===== config.mk =====
export PLATFORM = sky130hd
export DESIGN_NAME = serial_loaded_bank_mapper_top
export DESIGN_NICKNAME = d
export VERILOG_FILES = /design/src/rtl/core/slbm_pkg.sv /design/src/rtl/core/slbm_serial_load.sv /design/src/rtl/core/slbm_decode.sv /design/src/rtl/core/serial_loaded_bank_mapper_top.sv
export SDC_FILE = /design/constraint.sdc
export NUM_CORES = 1
export LEC_CHECK = 0
export ABC_AREA = 1
export BUFFER_PORTS_ARGS = -buffer_cell sky130_fd_sc_hd__buf_2
export CAP_MARGIN = 10
export CORE_ASPECT_RATIO = 0.8
export CORE_MARGIN = 10
export CORE_UTILIZATION = 30
export DETAILED_ROUTE_END_ITERATION = 8
export SETUP_SLACK_MARGIN = 0.05
export SYNTH_ARGS = -nofsm -noshare
export SYNTH_HDL_FRONTEND = slang
export SYNTH_SLANG_ARGS = --single-unit

===== constraint.sdc =====
create_clock -name clk -period 1.47 [get_ports clk]
set_input_delay 0.147 -clock clk [delete_from_list [all_inputs] [get_ports clk]]
set_output_delay 0.147 -clock clk [all_outputs]
set_load 0.01 [all_outputs]

===== src/rtl/core/slbm_pkg.sv =====
`timescale 1ns / 1ps
`default_nettype none
// ----------------------------------------------------------------------------
// slbm_pkg
// Shared types and constants for the serial loaded bank mapper.
// ----------------------------------------------------------------------------
package slbm_pkg;

  localparam int unsigned BANK_W  = 5;
  localparam int unsigned COUNT_W = 3;
  localparam int unsigned CHR_W   = 5;
  localparam int unsigned PRG_W   = 4;

  // Control register value after reset: PRG mode three, one-screen low.
  localparam logic [BANK_W-1:0] CTRL_RESET_VAL  = 5'd12;
  // Bits forced on by a reset write (PRG mode three).
  localparam logic [BANK_W-1:0] CTRL_MODE3_BITS = 5'b01100;
  // Count value at which the next write is the fifth one.
  localparam logic [COUNT_W-1:0] COUNT_LAST     = 3'd4;

  typedef enum logic [1:0] {
    REG_CONTROL = 2'd0,
    REG_CHR0    = 2'd1,
    REG_CHR1    = 2'd2,
    REG_PRG     = 2'd3
  } reg_sel_t;

  typedef enum logic [1:0] {
    PRG_MODE_32K_A = 2'd0,
    PRG_MODE_32K_B = 2'd1,
    PRG_MODE_FIX_LO = 2'd2,
    PRG_MODE_FIX_HI = 2'd3
  } prg_mode_t;

  typedef enum logic [1:0] {
    MIR_ONE_LO = 2'd0,
    MIR_ONE_HI = 2'd1,
    MIR_VERT   = 2'd2,
    MIR_HORZ   = 2'd3
  } mirror_t;

  typedef struct packed {
    logic cpu_read_n;
    logic rom_select_n;
    logic cpu_addr_13;
    logic cpu_addr_14;
    logic data_bit_zero;
    logic data_bit_seven;
    logic phi_two;
    logic ppu_addr_10;
    logic ppu_addr_11;
    logic ppu_addr_12;
  } in_item_t;

  typedef struct packed {
    logic [CHR_W-1:0] chr_bank_lines;
    logic [PRG_W-1:0] prg_bank_lines;
    logic             nametable_a10;
    logic             sram_enable;
    logic             prg_enable_n;
  } out_item_t;

  // Bank register file contents as seen by the output decode.
  typedef struct packed {
    logic [BANK_W-1:0] control;
    logic [BANK_W-1:0] chr0;
    logic [BANK_W-1:0] chr1;
    logic [BANK_W-1:0] prg;
  } bank_regs_t;

endpackage
`default_nettype wire


===== src/rtl/core/slbm_serial_load.sv =====
`timescale 1ns / 1ps
`default_nettype none
// ----------------------------------------------------------------------------
// slbm_serial_load
// Serial shift register, write counter and the four bank registers.
// ----------------------------------------------------------------------------
module slbm_serial_load (
  input  wire logic               clk,
  input  wire logic               rst_n,
  input  wire logic               item_fire,
  input  wire slbm_pkg::in_item_t item,
  output slbm_pkg::bank_regs_t    regs_nxt
);

  logic [slbm_pkg::BANK_W-1:0]  shift_r, shift_nxt;
  logic [slbm_pkg::COUNT_W-1:0] count_r, count_nxt;
  slbm_pkg::bank_regs_t         regs_r;
  logic [slbm_pkg::BANK_W-1:0]  shift_in;
  logic                         rom_wr;
  slbm_pkg::reg_sel_t           sel;

  assign rom_wr   = item_fire && !item.cpu_read_n && !item.rom_select_n;
  assign shift_in = {item.data_bit_zero, shift_r[slbm_pkg::BANK_W-1:1]};
  assign sel      = slbm_pkg::reg_sel_t'({item.cpu_addr_14, item.cpu_addr_13});

  always_comb begin
    shift_nxt = shift_r;
    count_nxt = count_r;
    regs_nxt  = regs_r;
    if (rom_wr) begin
      if (item.data_bit_seven) begin
        // abort the sequence, force PRG mode three
        shift_nxt        = '0;
        count_nxt        = '0;
        regs_nxt.control = regs_r.control | slbm_pkg::CTRL_MODE3_BITS;
      end else if (count_r >= slbm_pkg::COUNT_LAST) begin
        shift_nxt = '0;
        count_nxt = '0;
        case (sel)
          slbm_pkg::REG_CONTROL: regs_nxt.control = shift_in;
          slbm_pkg::REG_CHR0:    regs_nxt.chr0    = shift_in;
          slbm_pkg::REG_CHR1:    regs_nxt.chr1    = shift_in;
          slbm_pkg::REG_PRG:     regs_nxt.prg     = shift_in;
          default:               regs_nxt.prg     = shift_in;
        endcase
      end else begin
        shift_nxt = shift_in;
        count_nxt = count_r + 1'b1;
      end
    end
  end

  always_ff @(posedge clk) begin
    if (!rst_n) begin
      shift_r        <= '0;
      count_r        <= '0;
      regs_r.control <= slbm_pkg::CTRL_RESET_VAL;
      regs_r.chr0    <= '0;
      regs_r.chr1    <= '0;
      regs_r.prg     <= '0;
    end else begin
      shift_r <= shift_nxt;
      count_r <= count_nxt;
      regs_r  <= regs_nxt;
    end
  end

`ifndef ASSERT_OFF
  a_count_range: assert property (@(posedge clk) disable iff (!rst_n)
    count_r <= slbm_pkg::COUNT_LAST)
    else $error("write count out of range");

  a_empty_shift: assert property (@(posedge clk) disable iff (!rst_n)
    (count_r == '0) |-> (shift_r == '0))
    else $error("shift register not clear at start of sequence");

  a_reset_write: assert property (@(posedge clk) disable iff (!rst_n)
    (rom_wr && item.data_bit_seven) |=>
      ((regs_r.control & slbm_pkg::CTRL_MODE3_BITS) == slbm_pkg::CTRL_MODE3_BITS)
      && (count_r == '0))
    else $error("reset write did not force PRG mode three");
`endif

endmodule
`default_nettype wire


===== src/rtl/core/slbm_decode.sv =====
`timescale 1ns / 1ps
`default_nettype none
// ----------------------------------------------------------------------------
// slbm_decode
// Bank line, mirroring and chip enable decode from the bank registers.
// ----------------------------------------------------------------------------
module slbm_decode (
  input  wire slbm_pkg::in_item_t   item,
  input  wire slbm_pkg::bank_regs_t regs,
  output slbm_pkg::out_item_t       res
);

  slbm_pkg::prg_mode_t mode;
  slbm_pkg::mirror_t   mir;

  assign mode = slbm_pkg::prg_mode_t'(regs.control[3:2]);
  assign mir  = slbm_pkg::mirror_t'(regs.control[1:0]);

  always_comb begin
    if (!regs.control[4]) begin
      res.chr_bank_lines = {regs.chr0[slbm_pkg::BANK_W-1:1], item.ppu_addr_12};
    end else begin
      res.chr_bank_lines = item.ppu_addr_12 ? regs.chr1 : regs.chr0;
    end

    case (mode)
      slbm_pkg::PRG_MODE_32K_A,
      slbm_pkg::PRG_MODE_32K_B:
        res.prg_bank_lines = {regs.prg[slbm_pkg::PRG_W-1:1], item.cpu_addr_14};
      slbm_pkg::PRG_MODE_FIX_LO:
        res.prg_bank_lines = item.cpu_addr_14 ? regs.prg[slbm_pkg::PRG_W-1:0] : '0;
      slbm_pkg::PRG_MODE_FIX_HI:
        res.prg_bank_lines = item.cpu_addr_14 ? '1 : regs.prg[slbm_pkg::PRG_W-1:0];
      default:
        res.prg_bank_lines = regs.prg[slbm_pkg::PRG_W-1:0];
    endcase

    case (mir)
      slbm_pkg::MIR_ONE_LO: res.nametable_a10 = 1'b0;
      slbm_pkg::MIR_ONE_HI: res.nametable_a10 = 1'b1;
      slbm_pkg::MIR_VERT:   res.nametable_a10 = item.ppu_addr_10;
      slbm_pkg::MIR_HORZ:   res.nametable_a10 = item.ppu_addr_11;
      default:              res.nametable_a10 = item.ppu_addr_11;
    endcase

    res.sram_enable  = item.rom_select_n & item.cpu_addr_13 & item.cpu_addr_14
                       & item.phi_two;
    res.prg_enable_n = item.rom_select_n | ~item.cpu_read_n;
  end

endmodule
`default_nettype wire


===== src/rtl/core/serial_loaded_bank_mapper_top.sv =====
// Result: registered; the result of an item is in the output register the
//   cycle after it is accepted.
// Throughput: one item per cycle while out_ready is high; set by the single register update path.
// Reset: synchronous, active low; clears the shift register and count, loads
//   control with PRG mode three, clears the bank registers and empties the output register.
`timescale 1ns / 1ps
`default_nettype none
// ----------------------------------------------------------------------------
// serial_loaded_bank_mapper_top
// Serial loaded bank mapper: one bus cycle per item, one result per item.
// ----------------------------------------------------------------------------
module serial_loaded_bank_mapper_top (
  input  wire logic                clk,
  input  wire logic                rst_n,
  input  wire logic                in_valid,
  output logic                     in_ready,
  input  wire slbm_pkg::in_item_t  in_data,
  output logic                     out_valid,
  input  wire logic                out_ready,
  output slbm_pkg::out_item_t      out_data
);

  logic                 out_valid_r, out_valid_nxt;
  slbm_pkg::out_item_t  out_data_r, out_data_nxt;
  slbm_pkg::bank_regs_t regs_nxt;
  slbm_pkg::out_item_t  res;
  logic                 in_fire;

  // Take a new item whenever the output register is empty or is being drained
  // this cycle; the output register parts the two sides.
  assign in_ready = !out_valid_r || out_ready;
  assign in_fire  = in_valid && in_ready;

  // Register file update; regs_nxt is the state after this item's write.
  slbm_serial_load u_load (
    .clk       (clk),
    .rst_n     (rst_n),
    .item_fire (in_fire),
    .item      (in_data),
    .regs_nxt  (regs_nxt)
  );

  // Outputs follow the updated registers, so decode from the next state.
  slbm_decode u_decode (
    .item (in_data),
    .regs (regs_nxt),
    .res  (res)
  );

  always_comb begin
    out_valid_nxt = out_valid_r;
    out_data_nxt  = out_data_r;
    if (in_fire) begin
      // load the result of the accepted item
      out_valid_nxt = 1'b1;
      out_data_nxt  = res;
    end else if (out_ready) begin
      // drop the delivered result
      out_valid_nxt = 1'b0;
    end
  end

  always_ff @(posedge clk) begin
    if (!rst_n) begin
      out_valid_r <= 1'b0;
    end else begin
      out_valid_r <= out_valid_nxt;
    end
  end

  // payload holds without reset
  always_ff @(posedge clk) begin
    out_data_r <= out_data_nxt;
  end

  assign out_valid = out_valid_r;
  assign out_data  = out_data_r;

endmodule
`default_nettype wire


### Word-level counts from Yosys, hierarchy flattened

Cells that the tools add are included.

* register bits: 41
* output and inout bits: 14
* logic and storage cells: 63

* add/sub/neg operators: 1
* magnitude comparators: 1
* equality and inequality tests: 9
* multiplexer cells: 20
* bitwise logic cells: 6
* reduce and logical (&&, ||, !) cells: 13

Operators by type and width (number)
* 5-bit 2-to-1 mux: 9
* 20-bit 2-to-1 mux: 2
* 15-bit 2-to-1 mux: 1
* 2-bit == test (second input constant): 6
* 4-bit case mux with 3 select lines: 1
* 4-bit 2-to-1 mux: 2
* 2-bit by 1-bit == test with 1-bit output (second input constant): 3
* 2-bit zero test: 3
* 3-bit 2-to-1 mux: 2
* 1-bit case mux with 4 select lines: 1
* 4-bit AND reduction: 1
* 3-bit by 1-bit adder with 3-bit output (second input constant): 1
* 1-bit AND: 3
* 3-bit >= comparator (second input constant): 1
* 1-bit logical AND: 3
* 1-bit zero test: 3
* 1-bit 2-to-1 mux: 2
* 1-bit inverter: 2
* 2-bit nonzero test: 1
* 2-bit OR reduction: 1
* 1-bit logical OR: 1
* 1-bit OR: 1

### Logic depth before layout (Yosys ltp)

Gate-level depths: netlist of run 1.

* depth after elaboration: 9
* depth in mapped cells: 11
* depth with buffers taken out: 11

### Cells and area by module

From an unflattened synthesis of run 1, not the netlist that was laid out.

* cell total of the unflattened synthesis: 262
* area, all modules: 1876.8 um^2

Modules (own cells, without submodules)
* slbm_serial_load: instances 1, cells each 186, area each 1241.2 um^2, seq. area each 540.5 um^2
* serial_loaded_bank_mapper_top: instances 1, cells each 19, area each 411.6 um^2, seq. area each 380.4 um^2
* slbm_decode: instances 1, cells each 57, area each 224.0 um^2, seq. area each 0.0 um^2

### Worst setup path before layout of run 1

Ideal clock, no wire load.

* kind: register to register
* from: reg out_valid_r (netlist: out_valid)
* to: reg out_data_r (netlist bit out_data[10]), data pin
* data arrival time: 1141 ps
* data required time: 1208 ps
* setup slack: 68 ps
* stages on the path, launching flop included: 7
* path through: dfxtp_1 nand2_2 nand2_2 nor2_8 nand2_2 o21ai_0 o21ai_1

RTL lines
* start, declared: line serial_loaded_bank_mapper_top.sv:23 `logic out_valid_r, out_valid_nxt;`
* start signal, assigned: line serial_loaded_bank_mapper_top.sv:67 `out_valid_r <= out_valid_nxt;`
* end signal, assigned: line serial_loaded_bank_mapper_top.sv:73 `out_data_r <= out_data_nxt;`
* end, declared: line serial_loaded_bank_mapper_top.sv:24 `slbm_pkg::out_item_t out_data_r, out_data_nxt;`

==> impl_metrics.yaml, run 1 <==
outcome:
  status: "completed"
yosys:
  synth_cell_type_count: 25
  synth_top_area_share: 0.294
  synth-seq-area-share: 0.490
  synth-edff-count: 12
  synth_nets: 237
  netlist_area_um2: 1840
  yosys_warnings: 0
  synth_area_leaders: "dfxtp_1 29%, edfxtp_1 20%, nand2_1 12%"
  async_flop_share: 0
  syn_inst: 221
  synth_top_area_cell: "dfxtp_1"
  synth.most_common_cell: "nand2_1"
  yosys_register_bits: 39
  synth_flop_cell: "dfxtp_1"
  syn_area_per_cell_um2: 8.32
  synth_commonest_cells: "57 x nand2_1, 27 x dfxtp_1, 22 x inv_1, 19 x nand3_1, 18 x a21oi_1"
flow_run:
  cap_violations: 0
grt:
  grt_pass1_wl_um: 7150
  grt_max_degree: 15
  grt_pass1_vias: 1527
  grt-ovfl-total: 0
  track_usage: 0.0915
  grt_antenna_before_repair: 0
sta:
  maxSlewViolCount: 0
  slew_headroom: 0.685
  worstMarginPinSlew_ns: 0.471
  fmax_mhz: 713
  setup_viol: 0
  finalHoldViolations: 0
  fin_setup_tns_ns: 0
  rsz0062_at_grt: "true"
  clock_skew_ns: 0.00342
  fin_crit_sh: 0.954
  fin_crit_ns: 1.40
floorplanning:
  coreArea_um2: 5940
  die_w_um: 108
  initial_core_util: 0.309
  rows: 25
  io_pins: 28
  die_height_um: 90.0
  fp.dieArea_um2: 9680
drt:
  final_antenna_net_count: 0
  wl_um: 4320
  vias: 1564
  vias_per_cell: 4.49
  avgRoutedWirePerCell_um: 12.4
  drtPass1Iterations: 4
  drt_drc_violations_left: 0
  drt_iter0_drc: 51
placed_design:
  io_buffers: 27
  gp_congestion: 0.829
  dp_hpwl_um: 3100
clocking:
  cts_tree: "yes"
  clock_latency_ns: 0.30
  htreeDepth: 2
  cts.clk_slew.worst_paths_ns: 0.07
  cts.sinks: 39
  cts_buffers: 5
  root_buffer: "clkbuf_8"
  cts_buffer_depth: 2
setup_path:
  arrival_ns: 1.46
  crit_buf_inv: 0
  cp_slowest_cell: "dfxtp_2"
  cp_cell_sequence: "nand2_4, nand2_8, nor2_8, nand3_2, nand2_2, nand2_4, nand2_1, o21ai_1"
  crit_path_frequent_cell: "nand2_4"
  crit_path_max_incr_delay_ns: 0.34
  crit_fanout: 8
  critPathCaptureType: "flip-flop"
  critPathKind: "reg -> reg"
  worst_setup_path_start_kind: "flip-flop"
  crit_family: "simple AND/OR/NAND/NOR gates"
  crit_required_ns: 1.52
power:
  power_density_nw_per_um2: 891
  p_total_mw: 2.08
  vdd_drop_max_uv: 400
  p_leak_nw: 1.09
cells_and_area:
  layout.nets: 282
  antenna_cells: 0
  drive_above_1_share: 0.333
  area_growth_syn_to_layout_pct: 27.0
min_path:
  hold_path_class: "in -> reg"
==> cell usage in the layout, fill, tap and decap left out, types with 6 or more instances in the layout <==
cell type / n
buf_2: 27
a21oi_1: 18
nor2_1: 10
nand3_1: 18
nand2_1: 48
a211oi_1: 6
dfxtp_1: 25
buf_4: 13
nand2_2: 13
edfxtp_1: 12
o21ai_2: 6
o21ai_1: 11
inv_1: 22
==> kinds of logic (layout without fill, tap and decap cells) <==
logic type | count (synthesis) | count (layout) | synth area share
AND/OR/NAND/NOR | 106 | 107 | 0.294
AO/OA/AOI/OAI | 43 | 43 | 0.131
flip-flops | 39 | 39 | 0.490
buffers and inverters | 31 | 76 | 0.0714
adder cells (fa/ha/maj) | 2 | 2 | 0.0136
==> sequential cells by signal, summed over array words and instances, names as in the netlist <==
register        cells
out_data           12
out_valid           1
u_load.count_r      3
u_load.regs_r      19
u_load.shift_r      4
==> worst paths after layout <==
| kind | cells past startpoint | endpoint | slack, ns | start |
|---|---|---|---|---|
| worst min register to register | 2 | u_load.regs_r[1] | 0.48 | u_load.regs_r[1] |
| worst max register to register | 8 | out_data[8] | 0.07 | out_valid |
| worst max-delay path | 8 | out_data[8] | 0.07 | out_valid |
| worst min-delay path | 2 | u_load.regs_r[18] | 0.06 | rst_n |
==> report_power, final <==
part | leakage [nW] | switching [mW] | internal, mW
sequential | 0.338 | 0.0177 | 1.14
combinational | 0.706 | 0.137 | 0.0831
clock | 0.0422 | 0.371 | 0.333
total | 1.09 | 0.526 | 1.56
==> final cells by class <==
cell class / instances / area [um^2]
clock buffer: 7 / 76.3
tap: 81 / 101
clock inverter: 1 / 5.00
multi-input combinational: 152 / 893
sequential: 39 / 906
fill: 629 / 3610
inverter: 27 / 101
timing repair buffer: 41 / 253
==> routing by layer <==
| metal | GRT usage | up-vias | part of all wire |
|---|---|---|---|
| li1 | - | 812 | - |
| met1 | 0.115 | 714 | 0.47 |
| met4 | 0.0433 | 0 | 0.019 |
| met5 | 0 | - | 0 |
| met3 | 0.0285 | 8 | 0.062 |
| met2 | 0.138 | 30 | 0.45 |
==> through the flow <==
stage,area [um^2],setup WS (ns),hold WS (ns),std cells,util
3_5_place_dp,2130,-0.0524,0.364,335,0.359
4_1_cts,2240,0.0475,0.0533,345,0.377
3_3_place_gp,2130,-0.0351,0.362,335,0.359
2_1_floorplan,1840,0.0677,0.232,221,-
5_1_grt,2340,-0.00846,0.0597,348,0.393
6_report,2340,0.0683,0.0604,348,0.393
==> repair_timing <==
item                                    4_1_cts  5_1_grt
endpoints found under the setup margin        9       10
hold buffers                                  0        0
resized for setup                             4       22
pin swaps                                     3        7
setup buffers                                 1        3
gates cloned                                  1        0
(Power assumes the default switching activity.)
==> run 2: changes to the inputs <==
- CORE_MARGIN: 10 -> 2
- clock period: 1.47 -> 1.2 ns (I/O delays scaled with it)
==> impl_metrics.yaml, run 2 (synthesized netlist as in run 1, its figures left out) <==
setup_path:
  r2r_setup_slack_ns: -0.23
  critPathKind: "reg -> reg"
  crit_family: "simple AND/OR/NAND/NOR gates"
  arrival_ns: 1.58
  crit_path_max_incr_delay_ns: 0.34
  critPathCaptureType: "flip-flop"
  rr_worst_depth: 9
  crit-reg2reg-launch: "out_valid"
  cp_slowest_cell: "dfxtp_2"
  worst_setup_path_start_kind: "flip-flop"
  crit_buf_inv: 2
  crit_required_ns: 1.35
  cp_cell_sequence: "nand2_4, nand3_4, buf_12, nor2_8, buf_4, nand2_4, nand2_1, nand2_2, o21ai_1"
  crit_path_frequent_cell: "nand2_4"
  reg2reg_to: "out_data[8]"
  crit_fanout: 6
sta:
  rsz0062_at_grt: "true"
  fmax_mhz: 700
  fin_crit_sh: 1.19
  clock_skew_ns: 0.00650
  maxSlewViolCount: 0
  fin_crit_ns: 1.43
  setup_ws_ns: -0.229
  worstMarginPinSlew_ns: 0.365
  finalHoldViolations: 0
  slew_headroom: 0.756
  whs_ns: 0.0456
  fin_setup_tns_ns: -2.92
  setup_viol: 27
power:
  p_int_mw: 1.95
  p_comb_frac: 0.134
  p_total_mw: 2.63
  p_sw_mw: 0.672
  seq_power_share: 0.539
  p_leak_nw: 1.29
  power_frac_clock: 0.327
  vdd_drop_max_uv: 661
  p_sw_frac: 0.256
  power_density_nw_per_um2: 950
cells_and_area:
  layout_commonest_cell: "nand2_1"
  most-common-layout-cells: "42 x nand2_1, 33 x buf_4, 27 x buf_2"
  final_area_um2: 2760
  drive_above_1_share: 0.466
  area_growth_syn_to_layout_pct: 50.2
  final_cells: 379
  antenna_cells: 0
  layout.nets: 313
  final.fill_count: 591
  largest_reg_flops: 19
  utilization: 0.467
  regMostFlops: "u_load.regs_r"
drt:
  wl_um: 4640
  avgRoutedWirePerCell_um: 12.2
  final_antenna_net_count: 0
  drt_iter0_drc: 120
  drt_drc_violations_left: 0
  vias_per_cell: 4.58
  drtPass1Iterations: 4
  vias: 1735
floorplanning:
  die_w_um: 91.5
  coreArea_um2: 5910
  initial_core_util: 0.311
  fp.dieArea_um2: 6780
  io_pins: 28
  rows: 25
  die_height_um: 74.0
clocking:
  cts_tree: "yes"
  cts_buffer_depth: 2
  clock_latency_ns: 0.29
  cts-hold-fix-buffers: 0
  cts.clk_slew.worst_paths_ns: 0.07
  root_buffer: "clkbuf_8"
  htreeDepth: 2
  cts_buffers: 5
  cts.sinks: 39
outcome:
  violations: "negative setup slack"
  status: "finished with violations"
flow_run:
  cap_violations: 0
grt:
  grt_pass1_wl_um: 7180
  grt_pass1_vias: 1531
  grt_max_degree: 26
  track_usage: 0.135
  grt_antenna_before_repair: 0
  grt-ovfl-total: 0
placed_design:
  dp_hpwl_um: 2960
  dp.cells: 358
  io_buffers: 27
  gp_congestion: 0.784
  pre_cts_ws_ns: -0.210
  placed_cell_area_um2: 2360
min_path:
  min_to: "u_load.regs_r[17]"
  whs_path_depth: 2
  worstHoldStart: "rst_n"
  hold_path_class: "in -> reg"
[run 2: cell count changes in the layout (fill, tap and decap cells not counted), sizes merged]
cell / delta
bufbuf: +1
buf: +29
nand2: +1
clkinv: +1
clkbuf: -1
[run 2: power by group through the flow]
stage / logic, mW / registers, mW / clock network, mW
2_1_floorplan: 0.122 / 1.46 / 0
3_3_place_gp: 0.282 / 1.45 / 0
3_5_place_dp: 0.285 / 1.45 / 0
4_1_cts: 0.319 / 1.41 / 0.875
5_1_grt: 0.381 / 1.42 / 0.931
6_report: 0.351 / 1.42 / 0.859
[run 2: worst max-delay path by stage]
stage / slack [ns] / depth (start not counted) / from / endpoint
3_5_place_dp: -0.21 / 9 / u_load.count_r[2] / out_data[7]
4_1_cts: -0.17 / 9 / u_load.count_r[2] / out_data[7]
2_1_floorplan: -0.12 / 8 / out_valid / out_data[4]
6_report: -0.23 / 9 / out_valid / out_data[8]
5_1_grt: -0.31 / 7 / u_load.count_r[2] / out_data[9]
3_3_place_gp: -0.18 / 9 / u_load.count_r[2] / out_data[7]
[run 2: layer usage]
layer / vias to the layer above / GRT usage / wire [um] / part of all wire
li1: 885 / - / - / -
met1: 803 / 0.178 / 2040 / 0.44
met2: 41 / 0.221 / 2260 / 0.49
met3: 6 / 0.0355 / 282 / 0.061
met4: 0 / 0.0404 / 51 / 0.011
met5: - / 0 / 0 / 0
[run 2: repair_timing]
| action | 4_1_cts | 5_1_grt |
|---|---|---|
| buffers inserted | 1 | 10 |
| setup endpoints to repair | 36 | 45 |
| pin swaps | 5 | 13 |
| hold endpoints to repair | 0 | 0 |
| gates resized for setup | 18 | 35 |
| gates cloned | 2 | 1 |
[run 2: final cells by class]
class / instances / area (um^2) / area share
clock buffers: 6 / 72.6 / 0.0263
clock inverters: 2 / 8.76 / 0.00317
inverters: 27 / 104 / 0.0376
multi-input cells: 153 / 1020 / 0.368
flip-flops and latches: 39 / 906 / 0.328
well taps: 81 / 101 / 0.0367
repair buffers: 71 / 554 / 0.201
[run 2: worst register-to-register path: cells and delay by family (launching register included)]
kind / cells / cell delay, ns
AOI/OAI and AO/OA: 1 / 0.06
buffers and inverters: 2 / 0.32
and+or+nand+nor: 6 / 0.57
DFF: 1 / 0.34
==> run 3: changes to the inputs <==
- SYNTH_HIERARCHICAL: not set -> 1
==> impl_metrics.yaml, run 3 <==
floorplanning:
  die_height_um: 74.0
  coreArea_um2: 5910
  die_w_um: 91.5
  initial_core_util: 0.311
  io_pins: 28
  fp.dieArea_um2: 6770
  rows: 25
min_path:
  worstHoldStart: "rst_n"
  min_to: "u_load/regs_r[18]"
  hold_path_class: "in -> reg"
  whs_path_depth: 2
yosys:
  synth_nets: 272
  yosys_warnings: 6
  netlist_area_um2: 1840
  syn_inst: 256
  syn_area_per_cell_um2: 7.17
outcome:
  status: "finished with violations"
  violations: "negative setup slack"
setup_path:
  crit_fanout: 7
  crit-reg2reg-launch: "out_valid"
  rr_worst_depth: 11
  crit_path_frequent_cell: "nand2_4"
  crit_required_ns: 1.26
  cp_cell_sequence: "a21oi_4, nand2_2, nor2_4, buf_6, nand3_4, nand2_4, nand2_4, inv_6, nand3_1, nand2_1, inv_1"
  reg2reg_to: "out_data[7]"
  crit_path_max_incr_delay_ns: 0.34
  critPathCaptureType: "flip-flop"
  critPathKind: "reg -> reg"
  cp_slowest_cell: "dfxtp_2"
  worst_setup_path_start_kind: "flip-flop"
  r2r_setup_slack_ns: -0.43
  arrival_ns: 1.69
sta:
  slew_headroom: 0.754
  maxSlewViolCount: 0
  fmax_mhz: 614
  rsz0062_at_grt: "true"
  worstMarginPinSlew_ns: 0.369
  setup_ws_ns: -0.428
  whs_ns: 0.0695
  finalHoldViolations: 0
  setup_viol: 36
  fin_crit_sh: 1.36
  clock_skew_ns: 0.00610
  fin_crit_ns: 1.63
grt:
  gr-max-usage-layer: "met2"
  grt_max_degree: 24
  track_usage: 0.130
  grt_pass1_vias: 1504
  grt_pass1_wl_um: 6850
  grt-ovfl-total: 0
  use_met2: 0.194
  grt_antenna_before_repair: 0
  use_met1: 0.181
  grtUsageMet3: 0.0304
placed_design:
  placed_cell_area_um2: 2360
  dp.cells: 398
  gp_congestion: 0.776
  dp_hpwl_um: 2900
  pre_cts_ws_ns: -0.424
  io_buffers: 27
drt:
  vias_per_cell: 4.11
  final_antenna_net_count: 0
  vias: 1702
  drt_iter0_drc: 41
  avgRoutedWirePerCell_um: 10.2
  drt_drc_violations_left: 0
  drtPass1Iterations: 4
  wl_um: 4240
clocking:
  root_buffer: "clkbuf_8"
  cts_buffer_depth: 2
  clock_latency_ns: 0.29
  cts_buffers: 5
  cts_tree: "yes"
  cts.clk_slew.worst_paths_ns: 0.08
  htreeDepth: 2
  cts.sinks: 39
cells_and_area:
  layout_commonest_cell: "inv_1"
  most-common-layout-cells: "53 x inv_1, 52 x nand2_1, 38 x buf_4"
  layout.nets: 348
  final.fill_count: 564
  largest_reg_flops: 19
  area_growth_syn_to_layout_pct: 50.7
  antenna_cells: 0
  final_area_um2: 2770
  final_cells: 414
  regMostFlops: "u_load/regs_r"
  drive_above_1_share: 0.423
power:
  p_leak_nw: 1.38
  power_density_nw_per_um2: 917
  vdd_drop_max_uv: 373
flow_run:
  cap_violations: 0
-- run 3: timing repair --
action | CTS | global route
hold buffers | 0 | 0
pin swaps | 12 | 21
endpoints found under the hold margin | 0 | 0
endpoints found under the setup margin | 36 | 36
setup buffers | 4 | 5
gates resized for setup | 23 | 48
-- run 3: cell type report --
cell class	instances	area (um^2)	area share
multi-input combinational	153	937	0.339
sequential	39	902	0.326
timing repair buffer	72	499	0.180
inverter	61	234	0.0845
tap	81	101	0.0366
clock buffer	6	82.6	0.0298
clock inverter	2	11.3	0.00407
-- run 3: worst max-delay path: cells and delay by family (launching register included) --
family | cells | cell delay, ns
flops | 1 | 0.34
buf+inv | 3 | 0.26
compound gates | 1 | 0.15
simple gates | 7 | 0.63
-- run 3: worst max-delay path by stage --
| stage | from | to |
|---|---|---|
| 6_report | out_valid | out_data[7] |
| 5_1_grt | out_valid | out_data[7] |
| 4_1_cts | out_valid | out_data[4] |
| 3_5_place_dp | out_valid | out_data[8] |
| 3_3_place_gp | out_valid | out_data[6] |
| 2_1_floorplan | out_valid | out_data[10] |
-- run 3: routing by layer --
layer,vias to the layer above,wire [um]
li1,928,-
met1,749,2160
met2,21,1910
met3,4,122
met4,0,52
met5,-,0
-- run 3: where the power goes --
group	internal (mW)	switching (mW)	leakage (nW)
Sequential	1.38	0.00914	0.336
Combinational	0.0939	0.135	0.998
Clock	0.459	0.457	0.0449
-- run 3: per-stage QoR --
stage | total power, mW | util | setup TNS [ns]
finish | 2.54 | 0.468 | -8.50
detailed placement | 1.63 | 0.399 | -7.87
CTS | 2.58 | 0.434 | -7.42
floorplan | 1.52 | - | -10.72
global placement | 1.63 | 0.399 | -6.87
global route | 2.65 | 0.468 | -12.31
